$ cat config.mk
export PLATFORM = sky130hd
export DESIGN_NAME = iir_direct_form_q15_filter_top
export DESIGN_NICKNAME = d
export VERILOG_FILES = /design/src/hdl/iirdf_pkg.sv /design/src/hdl/iir_direct_form_q15_filter_top.sv /design/src/hdl/iirdf_mac.sv
export SDC_FILE = /design/constraint.sdc
export NUM_CORES = 2
export LEC_CHECK = 0
export BUFFER_PORTS_ARGS = -buffer_cell sky130_fd_sc_hd__buf_2
export CELL_PAD_IN_SITES_DETAIL_PLACEMENT = 0
export CELL_PAD_IN_SITES_GLOBAL_PLACEMENT = 1
export CORE_MARGIN = 2
export CORE_UTILIZATION = 55
export CTS_CLUSTER_SIZE = 25
export DETAILED_ROUTE_END_ITERATION = 10
export PLACE_DENSITY_LB_ADDON = 0.08
export SLEW_MARGIN = 30
export SYNTH_ARGS = -nofsm -noshare
export SYNTH_HDL_FRONTEND = slang
export SYNTH_SLANG_ARGS = --single-unit
$ cat constraint.sdc
create_clock -name aclk -period 24.3 [get_ports aclk]
set_input_delay 1.215 -clock aclk [delete_from_list [all_inputs] [get_ports aclk]]
set_output_delay 1.215 -clock aclk [all_outputs]
set_load 0.01 [all_outputs]
$ cat src/hdl/iirdf_pkg.sv
// Shared types, register indexes and coefficient helpers for the Q15 IIR filter.
// Used by iirdf_mac and iir_direct_form_q15_filter_top; depends on nothing else.
package iirdf_pkg;

    // Configuration register indexes
    localparam logic [2:0] CFG_FF_COEF_LOW  = 3'd0;
    localparam logic [2:0] CFG_FF_COEF_HIGH = 3'd1;
    localparam logic [2:0] CFG_FB_COEF_LOW  = 3'd2;
    localparam logic [2:0] CFG_FB_COEF_HIGH = 3'd3;
    localparam logic [2:0] CFG_FF_TAP_COUNT = 3'd4;
    localparam logic [2:0] CFG_FB_TAP_COUNT = 3'd5;

    localparam int SAMPLE_W = 16;
    localparam int ACC_W    = 32;
    localparam int COEF_NUM = 8;   // coefficients held per bank

    typedef logic signed [SAMPLE_W-1:0] sample_t;
    typedef logic signed [SAMPLE_W-1:0] coef_t;

    // Sequencer states
    typedef enum logic [2:0] {
        ST_IDLE,
        ST_FF,
        ST_FF_WAIT,
        ST_GAIN,
        ST_GAIN_WAIT,
        ST_FB,
        ST_FB_WAIT,
        ST_DONE
    } state_t;

    // Operation of the shared multiply unit
    typedef enum logic [1:0] {
        MAC_ADD,
        MAC_SUB,
        MAC_GAIN
    } mac_op_t;

    typedef struct packed {
        logic    clear;   // zero the accumulator
        logic    issue;   // start a multiply this cycle
        mac_op_t op;
    } mac_ctl_t;

    // Coefficient k of a 128-bit bank; taps beyond eight read as zero
    function automatic coef_t coef_sel(input logic [127:0] bank, input logic [4:0] k);
        logic [6:0] base;
        base = {k[2:0], 4'b0000};
        if (k < 5'(COEF_NUM)) begin
            return bank[base +: SAMPLE_W];
        end
        return '0;
    endfunction

endpackage

$ cat src/hdl/iir_direct_form_q15_filter_top.sv
// Top level of the direct-form I IIR filter on signed Q15 samples.
// Holds configuration, delay lines and sequencer; uses iirdf_pkg and iirdf_mac.
//
// Usage:
//   Input channel s_valid/s_ready/s_sample_in takes one Q15 sample per
//   transaction. Output channel m_valid/m_ready/m_sample_out returns one
//   filtered sample per input transaction, in order.
//   Configuration: cfg_wr_en/cfg_index/cfg_wr_data write a register
//   (0..3 coefficient banks, 4 and 5 tap counts); write only while idle.
//   Indexes 6 and 7 are ignored.
//   One shared multiplier walks the taps: na feedforward products, the gain
//   product and nb-1 feedback products, with a pipeline drain state after
//   each group. The next sample can be taken in the cycle after the result
//   is loaded, so a sample is taken only once the last one is through.
//   The multiplier's two-stage pipeline and the tap counts set the latency.
//   Reset clears both delay lines, coefficients to zero and tap counts to one.
//   A result waits in the output register while m_ready is low; a new sample
//   is still accepted, and its result is held back until the register frees.
module iir_direct_form_q15_filter_top
    import iirdf_pkg::*;
#(
    parameter int MAX_TAPS = 8
) (
    input  logic                 aclk,
    input  logic                 aresetn,
    // configuration
    input  logic                 cfg_wr_en,
    input  logic [2:0]           cfg_index,
    input  logic [63:0]          cfg_wr_data,
    // input samples
    input  logic                 s_valid,
    output logic                 s_ready,
    input  logic signed [15:0]   s_sample_in,
    // output samples
    output logic                 m_valid,
    input  logic                 m_ready,
    output logic signed [15:0]   m_sample_out
);

    localparam int CW = $clog2(MAX_TAPS + 1);
    localparam int IW = (MAX_TAPS > 1) ? $clog2(MAX_TAPS) : 1;

    // Configuration registers
    logic [63:0] ff_lo_reg, ff_hi_reg, fb_lo_reg, fb_hi_reg;
    logic [3:0]  ff_cnt_reg, fb_cnt_reg;

    always_ff @(posedge aclk) begin
        if (!aresetn) begin
            ff_lo_reg  <= '0;
            ff_hi_reg  <= '0;
            fb_lo_reg  <= '0;
            fb_hi_reg  <= '0;
            ff_cnt_reg <= 4'd1;
            fb_cnt_reg <= 4'd1;
        end else if (cfg_wr_en) begin
            unique case (cfg_index)
                CFG_FF_COEF_LOW:  ff_lo_reg  <= cfg_wr_data;
                CFG_FF_COEF_HIGH: ff_hi_reg  <= cfg_wr_data;
                CFG_FB_COEF_LOW:  fb_lo_reg  <= cfg_wr_data;
                CFG_FB_COEF_HIGH: fb_hi_reg  <= cfg_wr_data;
                CFG_FF_TAP_COUNT: ff_cnt_reg <= cfg_wr_data[3:0];
                CFG_FB_TAP_COUNT: fb_cnt_reg <= cfg_wr_data[3:0];
                default: ;
            endcase
        end
    end

    // Tap counts clamped to the delay line depth
    logic [CW-1:0] na, nb;
    assign na = (5'(ff_cnt_reg) > 5'(MAX_TAPS)) ? CW'(MAX_TAPS) : CW'(ff_cnt_reg);
    assign nb = (5'(fb_cnt_reg) > 5'(MAX_TAPS)) ? CW'(MAX_TAPS) : CW'(fb_cnt_reg);

    // Sequencer registers
    state_t        state_reg, state_next;
    logic [CW-1:0] idx_reg, idx_next;
    logic          last_ff, last_fb;

    logic          accept;
    logic          out_load;
    logic          m_valid_reg, m_valid_next;
    sample_t       m_sample_reg;

    sample_t       in_dly_reg  [MAX_TAPS];
    sample_t       out_dly_reg [MAX_TAPS];

    mac_ctl_t            mac_ctl;
    logic signed [16:0]  op_a;
    logic signed [15:0]  op_b;
    logic [ACC_W-1:0]    acc;
    sample_t             dly_sel;
    coef_t               coef_ff, coef_fb;

    assign accept  = s_valid && s_ready;
    assign last_ff = ({1'b0, idx_reg} + 1'b1) >= {1'b0, na};
    assign last_fb = ({1'b0, idx_reg} + 1'b1) >= {1'b0, nb};

    // Next state
    always_comb begin
        state_next = state_reg;
        unique case (state_reg)
            ST_IDLE:      if (accept) state_next = (na != '0) ? ST_FF : ST_GAIN;
            ST_FF:        if (last_ff) state_next = ST_FF_WAIT;
            ST_FF_WAIT:   state_next = ST_GAIN;
            ST_GAIN:      state_next = ST_GAIN_WAIT;
            ST_GAIN_WAIT: state_next = (nb > CW'(1)) ? ST_FB : ST_DONE;
            ST_FB:        if (last_fb) state_next = ST_FB_WAIT;
            ST_FB_WAIT:   state_next = ST_DONE;
            ST_DONE:      if (out_load) state_next = ST_IDLE;
            default:      state_next = ST_IDLE;
        endcase
    end

    // Operand selection for the shared unit
    assign coef_ff = coef_sel({ff_hi_reg, ff_lo_reg}, 5'(idx_reg));
    assign coef_fb = coef_sel({fb_hi_reg, fb_lo_reg}, 5'(idx_reg));
    assign dly_sel = (state_reg == ST_FB) ? out_dly_reg[idx_reg[IW-1:0]]
                                          : in_dly_reg[idx_reg[IW-1:0]];

    // Outputs of the sequencer
    always_comb begin
        s_ready       = (state_reg == ST_IDLE);
        out_load      = 1'b0;
        idx_next      = idx_reg;
        mac_ctl.clear = 1'b0;
        mac_ctl.issue = 1'b0;
        mac_ctl.op    = MAC_ADD;
        op_a          = {dly_sel[15], dly_sel};
        op_b          = coef_ff;
        unique case (state_reg)
            ST_IDLE: begin
                mac_ctl.clear = accept;
                idx_next      = '0;
            end
            ST_FF: begin
                mac_ctl.issue = 1'b1;
                idx_next      = idx_reg + 1'b1;
            end
            ST_GAIN: begin
                mac_ctl.issue = 1'b1;
                mac_ctl.op    = MAC_GAIN;
                op_a          = acc[ACC_W-1:15];
                op_b          = coef_fb;       // idx is zero here: gain b0
                idx_next      = CW'(1);
            end
            ST_FB: begin
                mac_ctl.issue = 1'b1;
                mac_ctl.op    = MAC_SUB;
                op_b          = coef_fb;
                idx_next      = idx_reg + 1'b1;
            end
            ST_FF_WAIT: idx_next = '0;
            ST_DONE:    out_load = !m_valid_reg || m_ready;
            default: ;
        endcase
    end

    always_ff @(posedge aclk) begin
        if (!aresetn) begin
            state_reg <= ST_IDLE;
            idx_reg   <= '0;
        end else begin
            state_reg <= state_next;
            idx_reg   <= idx_next;
        end
    end

    // Delay lines: shift active entries on accept, store result on load
    always_ff @(posedge aclk) begin
        if (!aresetn) begin
            for (int i = 0; i < MAX_TAPS; i++) begin
                in_dly_reg[i]  <= '0;
                out_dly_reg[i] <= '0;
            end
        end else begin
            if (accept) begin
                in_dly_reg[0] <= s_sample_in;
                for (int i = 1; i < MAX_TAPS; i++) begin
                    if (CW'(i) < na) in_dly_reg[i] <= in_dly_reg[i-1];
                    if (CW'(i) < nb) out_dly_reg[i] <= out_dly_reg[i-1];
                end
            end
            if (out_load) begin
                out_dly_reg[0] <= acc[ACC_W-1:16];
            end
        end
    end

    // Output register
    always_comb begin
        m_valid_next = m_valid_reg;
        if (out_load) begin
            m_valid_next = 1'b1;
        end else if (m_ready) begin
            m_valid_next = 1'b0;
        end
    end

    always_ff @(posedge aclk) begin
        if (!aresetn) begin
            m_valid_reg <= 1'b0;
        end else begin
            m_valid_reg <= m_valid_next;
        end
        if (out_load) begin
            m_sample_reg <= acc[ACC_W-1:16];
        end
    end

    assign m_valid      = m_valid_reg;
    assign m_sample_out = m_sample_reg;

    iirdf_mac u_mac (
        .aclk    (aclk),
        .aresetn (aresetn),
        .ctl     (mac_ctl),
        .op_a    (op_a),
        .op_b    (op_b),
        .acc     (acc)
    );

`ifndef SYNTHESIS
    // Only one sample in flight: ready drops right after a transaction
    a_one_in_flight: assert property (@(posedge aclk) disable iff (!aresetn)
        (s_valid && s_ready) |=> !s_ready)
        else $error("second sample accepted while busy");

    // A result appears only when the sequencer finishes
    a_valid_from_done: assert property (@(posedge aclk) disable iff (!aresetn)
        $rose(m_valid) |-> $past(state_reg == ST_DONE))
        else $error("result loaded outside completion state");

    // Feedback never reads the gain slot
    a_fb_index: assert property (@(posedge aclk) disable iff (!aresetn)
        (state_reg == ST_FB) |-> (idx_reg != '0))
        else $error("feedback tap index zero");

    // Completion waits for a free output register
    a_no_overwrite: assert property (@(posedge aclk) disable iff (!aresetn)
        (state_reg == ST_DONE && m_valid && !m_ready) |=> (state_reg == ST_DONE))
        else $error("result dropped while output stalled");
`endif

endmodule

$ cat src/hdl/iirdf_mac.sv
// Shared multiply unit with saturating Q15 accumulate for the IIR filter.
// Two stages: registered 17x16 product, then accumulate. Depends on iirdf_pkg.
module iirdf_mac
    import iirdf_pkg::*;
(
    input  logic                 aclk,
    input  logic                 aresetn,
    input  mac_ctl_t             ctl,
    input  logic signed [16:0]   op_a,
    input  logic signed [15:0]   op_b,
    output logic [ACC_W-1:0]     acc
);

    logic signed [32:0] prod_reg;
    mac_op_t            op_reg;
    logic               vld_reg;
    logic [ACC_W-1:0]   acc_reg;
    logic [ACC_W-1:0]   acc_next;

    logic [33:0]        dbl;
    logic [ACC_W-1:0]   dbl_sat;
    logic [ACC_W:0]     sum;

    // Stage 1: product register
    always_ff @(posedge aclk) begin
        if (!aresetn) begin
            vld_reg <= 1'b0;
            op_reg  <= MAC_ADD;
        end else begin
            vld_reg <= ctl.issue;
            op_reg  <= ctl.op;
        end
        prod_reg <= op_a * op_b;
    end

    // Stage 2: doubled product saturated to 32 bits, saturating add/sub, gain load
    always_comb begin
        dbl = {prod_reg, 1'b0};
        if (dbl[33:31] == 3'b000 || dbl[33:31] == 3'b111) begin
            dbl_sat = dbl[ACC_W-1:0];
        end else if (dbl[33]) begin
            dbl_sat = 32'h8000_0000;
        end else begin
            dbl_sat = 32'h7FFF_FFFF;
        end

        if (op_reg == MAC_SUB) begin
            sum = {acc_reg[ACC_W-1], acc_reg} - {dbl_sat[ACC_W-1], dbl_sat};
        end else begin
            sum = {acc_reg[ACC_W-1], acc_reg} + {dbl_sat[ACC_W-1], dbl_sat};
        end

        acc_next = acc_reg;
        if (ctl.clear) begin
            acc_next = '0;
        end else if (vld_reg) begin
            if (op_reg == MAC_GAIN) begin
                acc_next = prod_reg[ACC_W-1:0];       // gain wraps modulo 2^32
            end else if (sum[ACC_W] != sum[ACC_W-1]) begin
                acc_next = sum[ACC_W] ? 32'h8000_0000 : 32'h7FFF_FFFF;
            end else begin
                acc_next = sum[ACC_W-1:0];
            end
        end
    end

    always_ff @(posedge aclk) begin
        acc_reg <= acc_next;
    end

    assign acc = acc_reg;

endmodule

# After elaboration in Yosys (flattened, before gate mapping)
# Memory sizes are Yosys's and may differ from the RTL's. A register that Yosys moved wholly into a read port is not among the register bits.
# Cells that the tools add are included.
# totals
out_inout_bits	18
mem_count	2
regBits	356
word_cells	213
mem_bits_rw	256
input_bits	88
# classes
bitwise_logic	16
n_mux	113
reduce_logical	21
n_mul	1
n_eq_ne	20
n_lt_le_gt_ge	20
shift	2
add_sub_neg	4
# mem_list
memory	words	word_bits	rd	rd_ports_with_merged_regs	write_ports	line	source
in_dly_reg	8	16	8	1	8	iir_direct_form_q15_filter_top.sv:83	sample_t in_dly_reg [MAX_TAPS];
out_dly_reg	8	16	8	1	8	iir_direct_form_q15_filter_top.sv:84	sample_t out_dly_reg [MAX_TAPS];
# ops
op	n
16-bit 2-to-1 mux	22
128-bit by 8-bit variable part select with 16-bit output	2
32-bit 2-to-1 mux	5
1-bit 2-to-1 mux	69
32-bit by 32-bit adder with 33-bit output	1
17-bit by 16-bit multiplier with 33-bit output	1
33-bit 2-to-1 mux	1
32-bit by 32-bit subtractor with 33-bit output	1
3-bit by 4-bit < comparator with 1-bit output, first input constant	8
3-bit 2-to-1 mux	8
3-bit one-hot mux with 8 select lines	1
3-bit equality test, second input constant	7
17-bit 2-to-1 mux	1
2-bit by 4-bit < comparator with 1-bit output, first input constant	4
1-bit bitwise OR	16
3-bit by 2-bit equality test with 1-bit output, second input constant	4
4-bit one-hot mux with 3 select lines	1
2-bit AND reduction	6
5-bit by 4-bit greater-or-equal comparator with 1-bit output	2
3-bit zero test	3
4-bit > comparator, second input constant	2
1-bit by 4-bit < comparator with 1-bit output, first input constant	2
4-bit 2-to-1 mux	2
3-bit by 1-bit equality test with 1-bit output, second input constant	2
other kinds (20)	26

# Logic depth before layout (Yosys ltp)
# logic_depth
depth_word	8
mapped_depth	33
mapped_depth_nobuf	29

# Hierarchy
# Synthesis repeated with hierarchy kept, for this count alone.
# unflattened
hier_cells	4032
area_unflattened_um2	39982.1
# by_module_without_submodules
module	cells_per_inst	instances	area_per_inst_um2	seq_area_each_um2
iir_direct_form_q15_filter_top	2197	1	24522.3	13352.8
iirdf_mac	1835	1	15459.8	1361.3

# Worst setup path after synthesis
# OpenSTA, ideal clock, no wires.
# synth_timing
path_kind	reg-to-reg
start	register idx_reg[0]
end	register u_mac.prod_reg[30]
setup_slack_ns	15.845
path_stages_with_launch	31
arrival_ns	8.383
setup_time_ns	0.072
required_time_ns	24.228
cell_sequence	dfxtp_1 > clkbuf_1 > buf_2 > buf_2 > buf_2 > mux4_2 > mux4_2 > nand2b_1 > clkbuf_1 > nor2_1 > fa_1 > inv_1 > fa_1 > fa_1 > fa_1 > inv_1 > fa_1 > inv_1 > fa_1 > inv_1 > ha_1 > a21o_1 > a31o_2 > a41oi_1 > o21bai_1 > a221o_1 > nand2_1 > a21oi_1 > a221oi_1 > nor2b_1 > xnor2_1
# synth_between
elab_chain_len	5
elab_cells_between_ends	10
# synth_rtl
item	line	source
start: declaration	iir_direct_form_q15_filter_top.sv:75	logic [CW-1:0] idx_reg, idx_next;
start signal: assignment	iir_direct_form_q15_filter_top.sv:163	idx_reg <= idx_next;
128-bit by 8-bit variable part select with 16-bit output or 4-bit < comparator (tied branches)	iirdf_pkg.sv:50, iirdf_pkg.sv:49	
16-bit 2-to-1 mux or 1-bit 2-to-1 mux (tied branches)	iirdf_pkg.sv:49	if (k < 5'(COEF_NUM)) begin
16-bit 2-to-1 mux	iirdf_pkg.sv:52	return '0;
16-bit 2-to-1 mux *	iir_direct_form_q15_filter_top.sv:129	unique case (state_reg)
17-bit by 16-bit multiplier with 33-bit output *	iirdf_mac.sv:33	prod_reg <= op_a * op_b;
end signal: assignment	iirdf_mac.sv:33	
end: declaration	iirdf_mac.sv:14	logic signed [32:0] prod_reg;
# Every way passes the cells marked *; elsewhere a longest branch is shown, timed or not. The select of a mux whose other input is x is not followed.
# A chain may end at the register's enable or synchronous reset.

# Final worst setup path
# layout_timing
start	register state_reg[0]
end	register u_mac.prod_reg[29]
# layout_between
elab_chain_len	4
elab_cells_between_ends	7
# layout_rtl
item	line	source
start: declaration	iir_direct_form_q15_filter_top.sv:74	state_t state_reg, state_next;
start signal: assignment	iir_direct_form_q15_filter_top.sv:162	state_reg <= state_next;
3-bit equality test or 3-bit by 2-bit equality test with 1-bit output (tied branches)	iir_direct_form_q15_filter_top.sv:116, iir_direct_form_q15_filter_top.sv:129	
16-bit 2-to-1 mux or 2-bit OR reduction (tied branches)	n/a	
17-bit 2-to-1 mux or 16-bit 2-to-1 mux (tied branches)	iir_direct_form_q15_filter_top.sv:129	
17-bit by 16-bit multiplier with 33-bit output *	iirdf_mac.sv:33	
# Every way passes the cells marked *; elsewhere a longest branch is shown, timed or not.

==> flow_metrics.env <==
export IMPL_grt_pass1_vias=29800
export IMPL_wl_per_cell_um=21.4
export IMPL_critical_path_max_stage_delay_ps=650
export IMPL_clkSlewWorstSetupHoldPaths_ps=60
export IMPL_grtUsageTotal_pct=29.0
export IMPL_cp_data_required_time_ps=24780
export IMPL_relSlewSlack_pct=32.0
export IMPL_synth_edff_count=240
export IMPL_p_leak_nw=17.4
export IMPL_synth_most_common_cell="nand2_1"
export IMPL_synth_fp_nets=4475
export IMPL_p_per_area_mw_per_mm2=87.6
export IMPL_drt_first_iter_violations=2175
export IMPL_critPathCaptureType="flip-flop"
export IMPL_arrival_ps=9960
export IMPL_rr_endpoint="u_mac.prod_reg[29]$_DFF_P_"
export IMPL_yosysSeqAreaShare_pct=36.9
export IMPL_finalSetupTns_ps=0
export IMPL_worstMarginPinSlew_ps=1020
export IMPL_cts_made_buffers=69
export IMPL_min_path_type="flip-flop to flip-flop"
export IMPL_fin_crit_ps=9490
export IMPL_crit_end="u_mac.prod_reg[29]$_DFF_P_"
export IMPL_antenna_left=0
export IMPL_critical_path_top_delay_family="adder cells"
export IMPL_gp_congestion=0.913
export IMPL_status="complete, no violations"
export IMPL_slowest_stage="mux4_2"
export IMPL_grt_max_degree=159
export IMPL_peakVddDrop_mv=0.104
export IMPL_vias=29400
export IMPL_num_io_pins=106
export IMPL_synth_top_area_share_pct=18.8
export IMPL_vias_per_cell=5.89
export IMPL_setup_viol=0
export IMPL_synthToLayoutAreaGrowth_pct=9.33
export IMPL_firstDrtPassIters=6
export IMPL_clock_path_buffers=3
export IMPL_cts_hold_buf=0
export IMPL_die_w_um=273
export IMPL_crit_top_cell="fa_1"
export IMPL_nNetsFinal=4473
export IMPL_crit_path_start_kind="flip-flop"
export IMPL_dp_cells=4862
export IMPL_rr_worst_depth=28
export IMPL_layout_setup_ws_ps=14810
export IMPL_drc=0
export IMPL_critPathKind="flip-flop to flip-flop"
export IMPL_synthFlopType="dfxtp_1"
export IMPL_port_buffers=105
export IMPL_yosys_top_cells_count="nand2_1 (680), dfxtp_1 (375), inv_1 (326)"
export IMPL_clock_skew_ps=49.4
export IMPL_cp_startpoint="state_reg[0]$_SDFFE_PN0P_"
export IMPL_r2r_start="state_reg[0]$_SDFFE_PN0P_"
export IMPL_synth_seq_cells=615
export IMPL_critPathMaxFanout=18
export IMPL_coreArea_mm2=0.0716
export IMPL_grt_pass1_wl_um=169000
export IMPL_synth_area_top_cells="dfxtp_1 (19%), edfxtp_1 (18%), fa_1 (14%)"
export IMPL_post_cts_buffers=0
export IMPL_fmax_mhz=105
export IMPL_path_buf_inv=5
export IMPL_pre_cts_slack_ps=14760
export IMPL_overflow=0
export IMPL_min_period_over_period_pct=39.1
export IMPL_cts_tree="done"
export IMPL_yosysWarnings=0
export IMPL_async_reset_ff_share_pct=0
export IMPL_die_y_um=273
export IMPL_syn_instance_count=3985
export IMPL_finalWirelength_um=107000
export IMPL_drive_gt1_share_pct=14.4
export IMPL_yosys_cell_types_count=83
export IMPL_cts_sinks=615
export IMPL_crit_cells=28
export IMPL_min_delay_start="out_dly_reg[7][8]$_SDFFE_PN0P_"
export IMPL_start_util_pct=55.7
export IMPL_postSynthAreaPerCell_um2=10.0
export IMPL_hold_violations=0
export IMPL_rrSetupSlack_ps=14810
export IMPL_synthesis_area_mm2=0.0399
export IMPL_clkLatencyLatePin_ps=640
export IMPL_antenna_found_initial=13
export IMPL_hpwl_um=73200
export IMPL_stdcell_count=4986
export IMPL_htree_levels=3
export IMPL_rows=98
export IMPL_cap_violations=0
export IMPL_dieArea_mm2=0.0747
export IMPL_yosysTopAreaCell="dfxtp_1"
export IMPL_rsz0062_at_grt="no"
export IMPL_drv_slew=0
export IMPL_cts_resized=0
export IMPL_cts_root_buf="clkbuf_16"
==> cell families after synthesis <==
family / share of synthesized area [%]
AND/OR/NAND/NOR: 16.6
AO/OA/AOI/OAI: 11.7
multiplexers: 9.40
flip-flops: 36.9
XOR/XNOR: 2.01
buffers and inverters: 5.48
adder cells (fa/ha/maj): 18.0
==> area by class of cell <==
class / count / area (um^2)
fill: 6069 / 28000
multi-input combinational: 2803 / 23100
sequential: 615 / 14700
clock buffer: 96 / 1950
inverter: 326 / 1220
tap: 950 / 1190
timing repair buffer: 168 / 1010
clock inverter: 27 / 395
antenna: 1 / 2.50
==> routing by layer <==
metal	track usage, %	wire length [um]	vias to the layer above
met5	0	141	-
met4	9.59	3430	22
met3	4.32	6830	239
met2	47.6	51000	1019
met1	39.6	45200	14700
li1	-	-	13400
==> how the worst min path moves through the flow <==
stage,endpoint,slack [ps],cells past startpoint
6_report,out_dly_reg[7][8]$_SDFFE_PN0P_,460,2
3_3_place_gp,out_dly_reg[7][6]$_SDFFE_PN0P_,440,2
5_1_grt,ff_hi_reg[21]$_SDFFE_PN0P_,480,2
4_1_cts,out_dly_reg[7][7]$_SDFFE_PN0P_,460,2
2_1_floorplan,out_dly_reg[7][0]$_SDFFE_PN0P_,430,2
3_5_place_dp,out_dly_reg[7][8]$_SDFFE_PN0P_,450,2
==> per-stage QoR <==
| stage | area, um^2 | total power [W] | hold WS [ps] | utilization, % |
|---|---|---|---|---|
| final | 43600 | 0.00382 | 457 | 60.9 |
| after global routing | 43600 | 0.00405 | 478 | 60.9 |
| after CTS | 43600 | 0.00383 | 463 | 60.9 |
| after detailed placement | 41200 | 0.00274 | 453 | 57.6 |
| after global placement | 41200 | 0.00271 | 444 | 57.6 |
| after floorplan | 39900 | 0.00233 | 433 | - |
==> worst reg2reg max path, delay by kind of cell, from the launching register on <==
family                   cells  cell delay [ps]
adder cells (fa/ha/maj)      7             3370
AND/OR/NAND/NOR              8             2480
AO/OA/AOI/OAI                6             1560
multiplexers                 1              670
buffers and inverters        5              630
flip-flops                   1              500
XOR/XNOR                     1              150
==> layout by cell type, fill, tap and decap left out, types with 10 or more instances in the layout <==
cell type	instances
o211ai_1	32
a21boi_0	262
edfxtp_1	240
o21bai_1	15
nor2b_1	39
or2_2	98
o21ai_1	10
mux2i_1	25
and3_1	44
nor2_1	246
nand2b_1	39
nor3_1	25
o21ai_0	123
and2_1	196
a21o_1	22
nand2_1	678
dfxtp_1	370
xnor2_1	59
o31ai_1	11
ha_1	125
buf_4	61
mux4_2	151
xor2_1	27
inv_1	326
clkbuf_16	71
clkbuf_1	17
buf_2	104
a211oi_1	16
fa_1	277
nand3_1	12
a21oi_1	118
==> power by group <==
part | internal (W) | total, W | leakage (nW) | switching, W
registers | 0.00115 | 0.00125 | 5.51 | 0.0000995
logic | 0.000593 | 0.00149 | 10.8 | 0.000902
clock network | 0.000632 | 0.00108 | 1.13 | 0.000449
Note: power is estimated with default switching activity, not from simulation.
